### config.mk
export PLATFORM = sky130hd
export DESIGN_NAME = g11lk_log
export DESIGN_NICKNAME = d
export VERILOG_FILES = /design/src/hdl/g11lk_pkg.sv /design/src/hdl/g11lk_log.sv
export SDC_FILE = /design/constraint.sdc
export NUM_CORES = 2
export LEC_CHECK = 0
export BUFFER_PORTS_ARGS = -buffer_cell sky130_fd_sc_hd__buf_2
export CORE_ASPECT_RATIO = 1.4
export CORE_UTILIZATION = 39
export DETAILED_ROUTE_END_ITERATION = 8
export PLACE_DENSITY = 0.57
export SYNTH_ARGS = -nofsm -noshare
export SYNTH_HDL_FRONTEND = slang
export SYNTH_SLANG_ARGS = --single-unit
### constraint.sdc
create_clock -name clk -period 14.2 [get_ports clk]
set_input_delay 2.84 -clock clk [delete_from_list [all_inputs] [get_ports clk]]
set_output_delay 2.84 -clock clk [all_outputs]
set_load 0.01 [all_outputs]
### src/hdl/g11lk_pkg.sv
package g11lk_pkg;

    localparam logic [7:0] REG_ARCH_COEF   = 8'd0;
    localparam logic [7:0] REG_GARCH_COEF  = 8'd1;
    localparam logic [7:0] REG_INIT_VAR    = 8'd2;
    localparam logic [7:0] REG_SAMPLE_CNT  = 8'd3;

    localparam logic [14:0] ARCH_RESET     = 15'd3277;
    localparam logic [14:0] GARCH_RESET    = 15'd26214;
    localparam logic [31:0] INIT_VAR_RESET = 32'd65536;
    localparam logic [20:0] COUNT_RESET    = 21'd1024;

    localparam logic [14:0] COEF_MIN       = 15'd328;
    localparam logic [15:0] COEF_SUM_MAX   = 16'd32112;
    localparam logic [15:0] COEF_ONE       = 16'd32768;

    localparam logic [31:0] LN2_Q32        = 32'd2977044472;
    localparam logic [63:0] LN2PI_Q16      = 64'd120447;
    localparam logic [63:0] SENTINEL_Q16   = 64'd65536000000000000;

endpackage

### src/hdl/g11lk_log.sv
module g11lk_log
#(
    parameter int LOG_TABLE_BITS = 8
)
(
    input  logic               clk,
    input  logic               rst_n,
    input  logic               start,
    input  logic [31:0]        value,
    output logic               done,
    output logic signed [22:0] ln_q16
);

    localparam int ITERS = (LOG_TABLE_BITS < 16) ? LOG_TABLE_BITS : 16;
    localparam int CW    = $clog2(ITERS + 1);

    localparam logic [2:0] PH_IDLE = 3'd0;
    localparam logic [2:0] PH_NORM = 3'd1;
    localparam logic [2:0] PH_SQR  = 3'd2;
    localparam logic [2:0] PH_MUL  = 3'd3;
    localparam logic [2:0] PH_DONE = 3'd4;

    logic [2:0]         ph_reg,   ph_next;
    logic [31:0]        n_reg,    n_next;
    logic [4:0]         e_reg,    e_next;
    logic [30:0]        x_reg,    x_next;
    logic [15:0]        frac_reg, frac_next;
    logic [15:0]        bit_reg,  bit_next;
    logic [CW-1:0]      k_reg,    k_next;
    logic signed [54:0] prod_reg, prod_next;
    logic [61:0]        sqr;
    logic [31:0]        sqt;
    logic signed [21:0] l2;
    logic signed [54:0] rounded;

    assign sqr = 62'(x_reg) * 62'(x_reg);
    assign sqt = sqr[61:30];
    // Integer part (exponent minus 16) sits directly above the 16 fraction bits.
    assign l2  = $signed({6'($signed({1'b0, e_reg}) - 6'sd16), frac_reg});

    always_comb
    begin
        ph_next   = ph_reg;
        n_next    = n_reg;
        e_next    = e_reg;
        x_next    = x_reg;
        frac_next = frac_reg;
        bit_next  = bit_reg;
        k_next    = k_reg;
        prod_next = prod_reg;
        unique case (ph_reg)
            PH_IDLE, PH_DONE:
            begin
                if (start)
                begin
                    n_next    = (value == 32'd0) ? 32'd1 : value;
                    e_next    = 5'd31;
                    frac_next = '0;
                    bit_next  = 16'h8000;
                    k_next    = CW'(ITERS);
                    ph_next   = PH_NORM;
                end
            end
            PH_NORM:
            begin
                if (n_reg[31])
                begin
                    x_next  = n_reg[31:1];
                    ph_next = PH_SQR;
                end
                else
                begin
                    n_next = {n_reg[30:0], 1'b0};
                    e_next = e_reg - 5'd1;
                end
            end
            PH_SQR:
            begin
                if (sqt[31])
                begin
                    x_next    = sqt[31:1];
                    frac_next = frac_reg | bit_reg;
                end
                else
                begin
                    x_next = sqt[30:0];
                end
                bit_next = {1'b0, bit_reg[15:1]};
                k_next   = k_reg - CW'(1);
                if (k_reg == CW'(1))
                begin
                    ph_next = PH_MUL;
                end
            end
            PH_MUL:
            begin
                prod_next = 55'(l2) * $signed({23'd0, g11lk_pkg::LN2_Q32});
                ph_next   = PH_DONE;
            end
            default:
            begin
                ph_next = PH_IDLE;
            end
        endcase
    end

    always_ff @(posedge clk or negedge rst_n)
    begin
        if (!rst_n)
        begin
            ph_reg <= PH_IDLE;
            k_reg  <= '0;
        end
        else
        begin
            ph_reg <= ph_next;
            k_reg  <= k_next;
        end
    end

    always_ff @(posedge clk)
    begin
        n_reg    <= n_next;
        e_reg    <= e_next;
        x_reg    <= x_next;
        frac_reg <= frac_next;
        bit_reg  <= bit_next;
        prod_reg <= prod_next;
    end

    // Divide by 2^32 with truncation toward zero.
    assign rounded = prod_reg + (prod_reg[54] ? 55'sd4294967295 : 55'sd0);
    assign ln_q16  = 23'(rounded >>> 32);
    assign done    = (ph_reg == PH_DONE) && !start;

endmodule

==> flow_summary_export.csv <==
group,metric,value,unit
status,status,"finished, final reports clean",
clocking,clkTransAtPathRegs,0.07,ns
critical_path,worst_ep_required_time,14.43,ns
layout,fillCellCount,11341,
clocking,post_cts_buffers,0,
routing,num_vias,30498,
synthesis,synth.most_common_cell,"inv_1",
synthesis,ys_top_cells_by_area,"fa_1, ha_1, inv_1",
layout,largest_reg_flops,52,
min_path,hold_class,"flop to flop",
critical_path,cp_top_family,"adder cells",
critical_path,crit_path_end_kind,"flop",
sta,skew,0.0120,ns
synthesis,synth_top_area_share,42.6,%
floorplan,initial_core_util,39.3,%
floorplan,num_io_pins,59,
routing,viasPerCell,5.00,
routing,postRouteAntennaNets,0,
critical_path,cp_slowest_stage_delay,0.58,ns
sta,timing.fmax,107,MHz
critical_path,reg2reg_from,"x_reg[15]",
synthesis,syn_nets,6176,
critical_path,crit_buf_inv,5,
critical_path,rr_endpoint,"x_reg[24]",
floorplan,die_w,289,µm
placement,place_hpwl,98700,µm
floorplan,core_area,0.115,mm²
critical_path,worstSetupPathType,"flop to flop",
synthesis,ys_seq_area_share,10.5,%
routing,drt_first_pass_iters,5,
routing,routed_wl,120000,µm
clocking,clock_tree.buffer_depth,2,
sta,finalHoldViolCount,0,
critical_path,crit_end,"x_reg[24]",
critical_path,critPathLaunchType,"flop",
synthesis,ys_seq_elements,159,
placement,gp_congestion,0.915,
synthesis,ys_top_cells_by_count,"inv_1, fa_1, ha_1",
global_route,grt_max_degree,68,
critical_path,worstSetupStartpoint,"x_reg[15]",
routing,route.detailed.drc,0,
synthesis,syn-instance-count,4622,
clocking,cts-buffers-inserted,17,
critical_path,critPathSlowestCell,"fa_1",
synthesis,ys_warn_count,0,
routing,wl_per_cell,19.7,µm
synthesis,syn_area,0.0450,mm²
synthesis,synth_edf_count,152,
global_route,antenna_found_initial,13,
clocking,cts-resized-gates,0,
critical_path,cp_max_fo,50,
sta,min_period,9.37,ns
layout,syn_to_final_growth,5.59,%
run,drv_cap,0,
sta,setup_viol,0,
critical_path,r2r_slack,4.83,ns
global_route,grt_usage,21.8,%
synthesis,synth.distinct_cells,78,
global_route,grt_pass1_vias,34171,
clocking,cts_hold_buf,0,
clocking,cts_tree,"built",
layout,final_nets,6151,
global_route,grt_pass1_wl,193000,µm
global_route,grt.overflow.total,0,
sta,slew_headroom,29.0,%
sta,tns,0,ns
critical_path,rr_worst_depth,27,
critical_path,path_depth,27,
clocking,clock-sinks,159,
clocking,root_buffer,"clkbuf_16",
sta,slew_viol_final,0,
critical_path,cpMostUsedCell,"fa_1",
placement,io_buffers,58,
routing,drt_iter0_drc,1396,
floorplan,row_count,147,
critical_path,cp_data_arrival_time,9.60,ns
synthesis,synth_area_per_cell,9.74,µm²
synthesis,ys.flop_type,"edfxtp_1",
synthesis,yosysTopAreaCell,"fa_1",
sta,rsz0062_at_grt,"no",
floorplan,dieArea,0.117,mm²
clocking,htreeDepth,4,
sta,fin_crit_sh,66.0,%
sta,tightest_slew,1.06,ns
layout,drive_gt1_share,3.45,%
clocking,clock_latency,0.47,ns
synthesis,async_reset_ff_share,4.40,%
floorplan,die_height,404,µm
-- layout make-up --
class                           instances  area, µm²  share of cell area (%)
Sequential cell                       159       4740                    9.97
Inverter                             1247       4680                    9.85
Clock inverter                         14        174                   0.366
Antenna cell                            4       10.0                  0.0211
Multi-Input combinational cell       3073      35000                    73.7
Tap cell                             1490       1860                    3.92
Clock buffer                           18        429                   0.903
Timing Repair Buffer                   99        598                    1.26
-- cells in the final DEF (no fill, tap or decap), types with 9 or more instances in the layout --
cell type  Yosys  final
inv_1       1247   1246
nor3_1        16     16
o311ai_1       9      9
edfxtp_1     152    152
nand2b_1      15     15
xnor2_1       77     77
o21ai_0       57     57
nand4_1       37     37
a21oi_1      127    127
buf_4          1     41
fa_1         958    958
ha_1         561    561
and2_1       196    195
nor4_1        12     12
a21o_1        77     77
nand3b_1      30     30
nand3_1       46     46
nand2_1      435    435
a31oi_1       10     10
and3_1        33     33
mux2i_1        9      9
o21a_1        17     17
nor2b_1       19     18
buf_2          8     58
xor2_1        44     44
o21bai_1      20     20
o21ai_1        9      9
clkbuf_16      0     17
nor2_1       138    136
-- per-stage QoR --
step                cell area, µm²  hold WS (ns)  utilization, %  setup WS, ns  cells
finish                       47500         0.501            41.5          4.83   6104
global route                 47500         0.539            41.5          4.38   6101
CTS                          47500         0.512            41.5          4.84   6100
detailed placement           46900         0.502            40.9          4.89   6068
global placement             46900         0.480            40.9          4.99   6068
floorplan                    45000         0.451               -          5.39   4622
-- layer usage --
| metal | vias to the layer above | wire, µm | global-route usage, % |
|---|---|---|---|
| met3 | 181 | 3860 | 1.84 |
| met2 | 548 | 65100 | 40.4 |
| met1 | 15698 | 46800 | 26.1 |
| met5 | - | 33 | 0 |
| met4 | 6 | 4470 | 7.54 |
| li1 | 14065 | - | - |
-- worst min-delay path by stage --
stage                to      from  cells past startpoint  slack, ns
2_1_floorplan  k_reg[3]  k_reg[3]                      1       0.45
3_3_place_gp   k_reg[3]  k_reg[3]                      1       0.48
3_5_place_dp   k_reg[3]  k_reg[3]                      1       0.50
4_1_cts        k_reg[3]  k_reg[3]                      1       0.51
5_1_grt        k_reg[3]  k_reg[3]                      1       0.54
6_report       k_reg[3]  k_reg[3]                      1       0.50
-- logic make-up after synthesis --
group | Yosys count | synth area share [%]
adders and majority gates | 1519 | 58.2
buffers and inverters | 1390 | 11.7
and+or+nand+nor | 1008 | 10.8
AOI/OAI and AO/OA | 413 | 6.12
DFF | 159 | 10.5
xor gates and xnor gates | 121 | 2.35
muxes | 11 | 0.250
other | 1 | 0.00833
Power is left out: the tool's default activity adds up to more than one toggle a clock period on the data nets, which glitch-free logic cannot reach.
