### src/hdl/g11lk_div.sv
module g11lk_div
(
    input  logic        clk,
    input  logic        rst_n,
    input  logic        start,
    input  logic [63:0] dividend,
    input  logic [31:0] divisor,
    output logic        done,
    output logic [63:0] quotient
);

    logic [32:0] rem_reg,  rem_next;
    logic [63:0] quo_reg,  quo_next;
    logic [31:0] dvs_reg,  dvs_next;
    logic [6:0]  cnt_reg,  cnt_next;
    logic        busy_reg, busy_next;
    logic        done_reg, done_next;
    logic [32:0] shifted;
    logic        fits;

    // One quotient bit per cycle, restoring form.
    assign shifted = {rem_reg[31:0], quo_reg[63]};
    assign fits    = shifted >= {1'b0, dvs_reg};

    always_comb
    begin
        rem_next  = rem_reg;
        quo_next  = quo_reg;
        dvs_next  = dvs_reg;
        cnt_next  = cnt_reg;
        busy_next = busy_reg;
        done_next = done_reg;
        if (start)
        begin
            rem_next  = '0;
            quo_next  = dividend;
            dvs_next  = divisor;
            cnt_next  = 7'd64;
            busy_next = 1'b1;
            done_next = 1'b0;
        end
        else if (busy_reg)
        begin
            rem_next = fits ? (shifted - {1'b0, dvs_reg}) : shifted;
            quo_next = {quo_reg[62:0], fits};
            cnt_next = cnt_reg - 7'd1;
            if (cnt_reg == 7'd1)
            begin
                busy_next = 1'b0;
                done_next = 1'b1;
            end
        end
    end

    always_ff @(posedge clk or negedge rst_n)
    begin
        if (!rst_n)
        begin
            busy_reg <= 1'b0;
            done_reg <= 1'b0;
            cnt_reg  <= '0;
        end
        else
        begin
            busy_reg <= busy_next;
            done_reg <= done_next;
            cnt_reg  <= cnt_next;
        end
    end

    always_ff @(posedge clk)
    begin
        rem_reg <= rem_next;
        quo_reg <= quo_next;
        dvs_reg <= dvs_next;
    end

    assign done     = done_reg;
    assign quotient = quo_reg;

endmodule

### config.mk
export PLATFORM = sky130hd
export DESIGN_NAME = g11lk_div
export DESIGN_NICKNAME = d
export VERILOG_FILES = /design/src/hdl/g11lk_div.sv
export SDC_FILE = /design/constraint.sdc
export NUM_CORES = 1
export LEC_CHECK = 0
export BUFFER_PORTS_ARGS = -buffer_cell sky130_fd_sc_hd__buf_2
export CELL_PAD_IN_SITES_DETAIL_PLACEMENT = 2
export CELL_PAD_IN_SITES_GLOBAL_PLACEMENT = 2
export CORE_AREA = 2 2 135 236
export DETAILED_ROUTE_END_ITERATION = 8
export DIE_AREA = 0 0 137 238
export GPL_TIMING_DRIVEN = 0
export PLACE_DENSITY_LB_ADDON = 0.25
export REMOVE_ABC_BUFFERS = 1
export SKIP_LAST_GASP = 1
export SYNTH_ARGS = -nofsm -noshare
export SYNTH_HDL_FRONTEND = slang
export SYNTH_SLANG_ARGS = --single-unit
### constraint.sdc
create_clock -name clk -period 3.35 [get_ports clk]
set_clock_uncertainty 0.15 [all_clocks]
set_input_delay 0.5025 -clock clk [delete_from_list [all_inputs] [get_ports clk]]
set_output_delay 0.5025 -clock clk [all_outputs]
set_load 0.01 [all_outputs]
==> impl_metrics.yaml, run 1 <==
critical_path:
  cp-end-kind: "register"
  critPathArrivalTime_ps: 3440
  crit_type: "register to register"
  path_max_fanout: 7
  critPathRequiredTime_ps: 3550
  start_kind: "register"
detailed_routing:
  avgRoutedWirePerCell_um: 18.8
  routed-via-count: 6131
  drt_iter0_drc: 204
  wirelength_mm: 23.9
  antenna_left: 0
  drc: 0
  drt_first_pass_iters: 4
  vias_per_cell: 4.84
power:
  powerDensity_mw_per_mm2: 765
  power_w: 0.00735
  vdd_drop_max_mv: 0.397
  p_leak_nw: 4.03
sta:
  period_needed_ps: 3250
  grt_setup_unrepaired: "true"
  setup_tns_ps: 0
  slew_violations: 0
  setup_viol: 0
  finalCritPeriodShare: 0.969
  hold_viol: 0
  tightest_slew_ps: 621
  max_freq_ghz: 0.308
  maxSlewHeadroom: 0.583
layout:
  n_fill_cell: 3427
  largest_reg_flops: 64
  nets: 997
  fin_area_mm2: 0.00962
  diodes: 0
  drive_gt1_frac: 0.353
  multi_input_area_mm2: 0.00364
  final_cells: 1267
  synthToLayoutAreaGrowth_pct: 26.9
  area.sequential_mm2: 0.00375
cts:
  clk_path_buf_depth: 2
  clk_latency_ps: 430
  cts_sinks: 137
  cts_buffers: 17
  htreeDepth: 4
  cts_tree: "built"
  cts-root-buf: "clkbuf_16"
  clk_pin_slew_ps: 60
die:
  die_area_mm2: 0.0326
  dieHeight_um: 238
  die_w_um: 137
  start_util: 0.247
  coreArea_mm2: 0.0306
  row_count: 85
  num_io_pins: 164
place:
  dp_hpwl_mm: 17.0
  gp_congestion: 0.729
  post-place-cells: 1222
  io_buffers: 163
  dpl-instance-area_mm2: 0.00880
job:
  maxCapViolCount: 0
synth:
  synth_cell_types: 68
  synthCells: 701
  synth_seq_area_share: 0.495
  synthesis.area_mm2: 0.00758
  avgSynthCellArea_um2: 10.8
  synth_edf_count: 96
  ys_ff_latch: 137
  ys_warn_count: 0
  synth_ff_type: "edfxtp_1"
  ys_async_sr_fraction: 0.0657
global_routing:
  antenna_found_initial: 2
  grt_pass1_vias: 7087
  grt_start_max_net_pins: 98
  grt_pass1_wl_mm: 37.7
  grt_use_total: 0.150
  gr-total-overflow: 0
min_path:
  hold_class: "primary input to register"
status:
  status: "finished, final reports clean"
-- timing repair --
item,CTS,global route
endpoints found under the hold margin,9,0
buffers inserted,4,5
pin swaps,3,4
hold buffers,1,0
resized for setup,9,20
setup endpoints to repair,33,22
gates cloned,1,2
-- per-layer routing --
| layer | vias to the layer above | routed length, µm | global-route usage |
|---|---|---|---|
| li1 | 2926 | - | - |
| met1 | 3012 | 8810 | 0.152 |
| met2 | 159 | 13100 | 0.281 |
| met3 | 32 | 1390 | 0.0510 |
| met4 | 2 | 593 | 0.0515 |
| met5 | - | 14 | 0 |
-- final timing paths --
check / end / slack [ps] / depth (start not counted) / start
max in group asynchronous: busy_reg / 2510 / 2 / rst_n
setup reg to reg: rem_reg[29] / 100 / 11 / dvs_reg[1]
setup / recovery: rem_reg[29] / 100 / 11 / dvs_reg[1]
hold reg to reg: rem_reg[13] / 350 / 2 / rem_reg[12]
hold / removal: dvs_reg[8] / 90 / 1 / divisor[8]
min in group asynchronous: cnt_reg[1] / 330 / 2 / rst_n
-- cell usage in the layout, fill, tap and decap left out, drive strengths merged, types with 8 or more instances in the layout --
cell    netlist  final
buf          12    175
edfxtp       96     96
nand2        69     70
mux2         67     67
nor2         52     54
inv          47     48
a21oi        35     35
ha           34     34
dfxtp        32     32
a311oi       25     25
o21ai        23     23
clkbuf       24     21
a21o         16     16
nand3        14     14
xnor2        13     13
nor3         13     13
nand4        10     10
dfrtp         9      9
a211oi        8      8
clkinv        1      8
-- final cells by class --
| cell class | instances | share of cell area |
|---|---|---|
| clock buffer | 21 | 0.0468 |
| clock inverter | 11 | 0.0126 |
| inverter | 48 | 0.0187 |
| multi-input combinational | 483 | 0.378 |
| sequential | 137 | 0.390 |
| tap | 391 | 0.0509 |
| timing repair buffer | 176 | 0.103 |
-- kinds of logic (layout without fill, tap and decap cells) --
kind of cell,count (synthesis),in the layout,synth area share
XOR/XNOR,20,20,0.0231
buffers and inverters,84,256,0.0469
adder cells (fa/ha/maj),35,35,0.0588
multiplexers,70,70,0.104
flip-flops,137,137,0.495
AO/OA/AOI/OAI,160,160,0.154
AND/OR/NAND/NOR,195,198,0.119
-- critical path, cell delays in order (launching register included) --
cell,delay (ps)
edfxtp_1,370
inv_1,60
ha_1,290
nor2b_2,180
o2111ai_2,150
a21o_1,210
a2111o_1,510
a211oi_4,290
buf_4,190
nor2_4,90
or3_1,410
a311oi_2,250
-- Yosys cell counts, types with 3 or more instances --
cell | number | share of area
edfxtp_1 | 96 | 0.38
nand2_1 | 68 | 0.034
mux2_2 | 67 | 0.10
nor2_1 | 51 | 0.025
inv_1 | 47 | 0.023
a21oi_1 | 35 | 0.023
ha_1 | 34 | 0.056
dfxtp_1 | 32 | 0.085
a311oi_1 | 24 | 0.028
clkbuf_1 | 24 | 0.012
o21ai_0 | 22 | 0.015
a21o_1 | 16 | 0.016
nand3_1 | 14 | 0.0092
nor3_1 | 13 | 0.0086
xnor2_1 | 13 | 0.015
nand4_1 | 10 | 0.0083
dfrtp_1 | 9 | 0.030
buf_2 | 8 | 0.0053
a211oi_1 | 7 | 0.0069
xor2_1 | 7 | 0.0081
a211o_1 | 6 | 0.0069
a31oi_1 | 6 | 0.0050
o21bai_1 | 6 | 0.0059
or3_1 | 6 | 0.0050
o21a_1 | 5 | 0.0050
and2_1 | 4 | 0.0033
nand2b_1 | 4 | 0.0033
nor2b_1 | 4 | 0.0033
or2_2 | 4 | 0.0033
a311o_1 | 3 | 0.0040
a31o_2 | 3 | 0.0035
a41oi_1 | 3 | 0.0035
mux2i_1 | 3 | 0.0040
o211ai_1 | 3 | 0.0030
or2_1 | 3 | 0.0025
-- metrics by stage --
| stage | setup WS (ps) | util | hold slack [ps] |
|---|---|---|---|
| finish | 104 | 0.314 | 90.6 |
| global route | -42.8 | 0.314 | 64.5 |
| CTS | -56.6 | 0.309 | 59.6 |
| detailed placement | -539 | 0.287 | 225 |
| global placement | -1690 | 0.284 | 223 |
| floorplan | 332 | - | 56.9 |
-- where the power goes --
group          total (W)  switching (W)  leakage (nW)  internal [W]
clock            0.00189       0.000779         0.279       0.00111
sequential       0.00244       0.000251          1.36       0.00219
combinational    0.00302        0.00177          2.39       0.00125
Power figures use the tool's default switching activity.
==> run 2, diff against run 1 <==
ABC_AREA = 1   (was not set)
CORE_AREA = 2 2 141 246   (was 2 2 135 236)
DIE_AREA = 0 0 143 248   (was 0 0 137 238)
==> impl_metrics.yaml, run 2 <==
status:
  status: "finished, final reports clean"
critical_path:
  crit_type: "register to register"
  path_max_fanout: 34
  critPathRequiredTime_ps: 3540
  start_kind: "register"
  critPathArrivalTime_ps: 3230
  cp-end-kind: "register"
die:
  die_w_um: 143
  die_area_mm2: 0.0355
  row_count: 89
  coreArea_mm2: 0.0335
  start_util: 0.247
  num_io_pins: 164
  dieHeight_um: 248
layout:
  drive_gt1_frac: 0.172
  n_fill_cell: 4043
  fin_area_mm2: 0.0102
  layout_commonest_cell: "nand2_1"
  diodes: 0
  nets: 1427
  synthToLayoutAreaGrowth_pct: 23.5
  largest_reg_flops: 64
  final_cell_mix: "nand2_1, inv_1, buf_2"
sta:
  finalCritPeriodShare: 0.907
  maxSlewHeadroom: 0.158
  worst_hold_slack_ps: 81.8
  setup_viol: 0
  period_needed_ps: 3040
  slew_violations: 0
  hold_viol: 0
  grt_setup_unrepaired: "true"
  tightest_slew_ps: 1260
  max_freq_ghz: 0.329
job:
  maxCapViolCount: 0
global_routing:
  grt_pass1_vias: 8797
  grt_start_max_net_pins: 74
  antenna_found_initial: 2
  grt_use_total: 0.177
  gr-total-overflow: 0
  grt_pass1_wl_mm: 47.7
synth:
  synth_top_cell_by_area: "edfxtp_1"
  ys_async_sr_fraction: 0.0657
  synth_edf_count: 96
  synthesis.area_mm2: 0.00828
  synth_top_family_by_area: "simple AND/OR/NAND/NOR gates"
  synth_area_leaders: "edfxtp_1, nand2_1, inv_1"
  synth-compound-area-share: 0.0319
  avgSynthCellArea_um2: 7.30
  synth_seq_area_share: 0.453
  synth_simple_gate_area_share: 0.344
  ys_warn_count: 0
  synthXorXnorAreaFrac: 0.0148
  synth_ff_type: "edfxtp_1"
  synth_top_cell_area_share: 0.348
  synth_most_common_cell: "nand2_1"
  ys_ff_latch: 137
  synthCells: 1134
  synth_cell_types: 35
  synthAdderAreaFrac: 0.0538
  synth.top_cells.by_count: "nand2_1, inv_1, edfxtp_1, nand3_1, nor2_1"
  synth_mux_area_frac: 0
cts:
  clk_pin_slew_ps: 70
  clk_latency_ps: 440
  cts_sinks: 137
  cts_tree: "built"
  cts_buffers: 17
  cts-root-buf: "clkbuf_16"
  post_cts_buffers: 0
  clk_path_buf_depth: 2
  htreeDepth: 4
detailed_routing:
  drc: 0
  wirelength_mm: 29.7
  vias_per_cell: 4.44
  avgRoutedWirePerCell_um: 16.9
  drt_iter0_drc: 219
  routed-via-count: 7825
  antenna_left: 0
  drt_first_pass_iters: 4
place:
  io_buffers: 163
  dp_hpwl_mm: 22.6
  gp_congestion: 0.806
  dpl-instance-area_mm2: 0.00963
power:
  p_leak_nw: 5.42
  vdd_drop_max_mv: 0.402
  powerDensity_mw_per_mm2: 757
min_path:
  hold_class: "primary input to register"
run 2: worst max-delay path, stage by stage (launching register included):
cell and delay [ps]:
edfxtp_1 320, inv_1 50, ha_1 350, nand2_1 170, nor2_1 280, nand2_1 140, nor3_2 350, nand2_4 370
nand2_8 380, nand3_1 160, nand2_1 100, nand2_1 40
run 2: metal layers:
| metal | track usage | vias up | part of all wire |
|---|---|---|---|
| met2 | 0.347 | 173 | 0.57 |
| met1 | 0.174 | 3767 | 0.35 |
| met4 | 0.0713 | 2 | 0.028 |
| met5 | 0 | - | 0.00037 |
| met3 | 0.0438 | 37 | 0.047 |
| li1 | - | 3846 | - |
run 2: area by class of cell:
cell class / instances / area (µm²) / area share
Tap cell: 455 / 569 / 0.0556
Clock buffer: 21 / 483 / 0.0472
Multi-Input combinational cell: 783 / 3720 / 0.364
Timing Repair Buffer: 168 / 926 / 0.0905
Clock inverter: 11 / 85.1 / 0.00832
Inverter: 186 / 701 / 0.0685
Sequential cell: 137 / 3750 / 0.366
run 2: kinds of logic (layout without fill, tap and decap cells):
logic type / Yosys count / count (layout)
buffers and inverters: 215 / 386
AND/OR/NAND/NOR: 684 / 685
flip-flops: 137 / 137
AO/OA/AOI/OAI: 49 / 49
XOR/XNOR: 14 / 14
adder cells (fa/ha/maj): 35 / 35
run 2: repair_timing:
| item | 4_1_cts | 5_1_grt |
|---|---|---|
| endpoints found under the setup margin | 32 | 32 |
| gates resized for setup | 2 | 1 |
| hold buffers | 1 | 0 |
| pin swaps | 0 | 1 |
| hold endpoints to repair | 9 | 0 |
| gates cloned | 0 | 1 |
run 2: report_power, final:
part | switching [W] | internal [W]
registers | 0.000196 | 0.00215
clock network | 0.000830 | 0.00104
logic | 0.00234 | 0.00120
run 2: per-stage QoR:
step	power [W]	util	setup TNS [ps]	std cells	setup WS [ps]
2_1_floorplan	0.00471	-	0	1105	298
3_3_place_gp	0.00585	0.284	-353850	1723	-3520
3_5_place_dp	0.00594	0.287	-4890	1727	-253
4_1_cts	0.00791	0.305	0	1760	15.9
5_1_grt	0.00847	0.305	-16.8	1761	-16.8
6_report	0.00775	0.305	0	1761	310
run 2: path summary, 6_finish.rpt:
check / cells past startpoint / slack (ps) / start / end
setup / recovery: 11 / 310 / dvs_reg[18] / rem_reg[25]
hold / removal: 1 / 80 / divisor[10] / dvs_reg[10]
setup reg to reg: 11 / 310 / dvs_reg[18] / rem_reg[25]
hold reg to reg: 2 / 320 / rem_reg[14] / rem_reg[14]
max in group asynchronous: 2 / 2550 / rst_n / cnt_reg[0]
min in group asynchronous: 2 / 300 / rst_n / cnt_reg[4]
==> run 3, diff against run 2 <==
MAX_ROUTING_LAYER = met4   (was not set)
==> impl_metrics.yaml, run 3 (synthesis gave the netlist of run 2 again) <==
die:
  die_w_um: 143
  row_count: 89
  num_io_pins: 164
  die_area_mm2: 0.0355
  start_util: 0.247
  dieHeight_um: 248
  coreArea_mm2: 0.0335
global_routing:
  antenna_found_initial: 2
  gr-total-overflow: 0
  grt_pass1_vias: 8816
  grt_use_total: 0.182
  grt_start_max_net_pins: 74
  grt_pass1_wl_mm: 47.5
place:
  dp_hpwl_mm: 22.6
  gp_congestion: 0.819
  io_buffers: 163
  dpl-instance-area_mm2: 0.00963
layout:
  layout_commonest_cell: "nand2_1"
  n_fill_cell: 4045
  largest_reg_flops: 64
  fin_area_mm2: 0.0102
  drive_gt1_frac: 0.172
  synthToLayoutAreaGrowth_pct: 23.6
  final_cell_mix: "nand2_1, inv_1, buf_2"
  nets: 1427
min_path:
  min_path_cells: 1
  hold_end: "dvs_reg[10]"
  hold_class: "primary input to register"
  hp-start: "divisor[10]"
sta:
  max_freq_ghz: 0.328
  worst_hold_slack_ps: 77.5
  finalCritPeriodShare: 0.911
  period_needed_ps: 3050
  setup_viol: 0
  hold_viol: 0
  slew_violations: 0
  tightest_slew_ps: 1240
  maxSlewHeadroom: 0.176
  grt_setup_unrepaired: "true"
cts:
  cts_tree: "built"
  clk_path_buf_depth: 2
  clk_latency_ps: 450
  cts_buffers: 17
  post_cts_buffers: 0
  clk_pin_slew_ps: 70
  cts_sinks: 137
  cts-root-buf: "clkbuf_16"
  htreeDepth: 4
critical_path:
  start_kind: "register"
  path_max_fanout: 34
  cp_num_buf_inv: 1
  slowest_delay_ps: 390
  critPathRequiredTime_ps: 3540
  critPathArrivalTime_ps: 3240
  r2r_cells: 11
  crit_type: "register to register"
  cp-end-kind: "register"
  path_delay_family: "simple AND/OR/NAND/NOR gates"
  worstReg2RegStart: "dvs_reg[19]"
  critPathMostFrequentCell: "nand2_1"
  crit_slowest_cell: "ha_1"
  path_cells: "inv_1 > ha_1 > nand2_1 > nor2_1 > nand2_1 > nor3_2 > nand2_4 > nand2_8 > nand3_1 > nand2_1 > nand2_1"
  regToRegSetupSlack_ps: 300
  timing.rr.end: "rem_reg[25]"
detailed_routing:
  drt_first_pass_iters: 5
  drt_iter0_drc: 212
  drc: 0
  antenna_left: 0
  wirelength_mm: 29.7
  vias_per_cell: 4.44
  routed-via-count: 7823
  avgRoutedWirePerCell_um: 16.8
status:
  status: "finished, final reports clean"
power:
  powerDensity_mw_per_mm2: 757
  vdd_drop_max_mv: 0.405
  p_leak_nw: 5.42
job:
  maxCapViolCount: 0
run 3: changes by cell type in the layout (fill, tap and decap cells not counted):
cell     change
diode_2      +2
run 3: layer usage:
metal / wire length [µm] / GRT usage / vias to the layer above
met3: 1300 / 0.0370 / 40
met5: 0 / - / -
met4: 865 / 0.0792 / 0
met2: 17000 / 0.347 / 166
li1: - / - / 3845
met1: 10500 / 0.175 / 3772
run 3: worst max path at each step:
stage                           start            to  cells after the start
after global placement          start  quotient[54]                      3
after global routing      dvs_reg[18]   rem_reg[22]                     15
after CTS                 dvs_reg[28]   rem_reg[22]                     11
after detailed placement  dvs_reg[18]   rem_reg[25]                     11
final                     dvs_reg[19]   rem_reg[25]                     11
after floorplan                 start   quotient[0]                      2
run 3: cell type report:
class	count	area, µm²	share of cell area
sequential	137	3750	0.366
multi-input combinational	783	3720	0.363
timing repair buffer	168	926	0.0904
inverter	186	701	0.0684
tap	455	569	0.0556
clock buffer	21	483	0.0472
clock inverter	11	85.1	0.00831
antenna	2	5.00	0.000489
run 3: power breakdown:
part	internal, W	total (W)	switching (W)	leakage [nW]
registers	0.00215	0.00235	0.000197	1.39
clock network	0.00104	0.00187	0.000828	0.276
logic	0.00120	0.00353	0.00233	3.76
run 3: timing repair:
action | CTS | global route
pin swaps | 0 | 1
gates cloned | 0 | 1
setup endpoints to repair | 32 | 32
endpoints found under the hold margin | 9 | 0
gates resized for setup | 2 | 1
hold buffers | 1 | 0
run 3: metrics by stage:
stage	TNS, ps	std cells	utilization	setup slack (ps)	power, W
final	0	1763	0.305	298	0.00775
after global routing	-6.26	1763	0.305	-6.26	0.00846
after CTS	0	1760	0.305	15.9	0.00791
after detailed placement	-4890	1727	0.287	-253	0.00594
after global placement	-353850	1723	0.284	-3520	0.00585
after floorplan	0	1105	-	298	0.00471
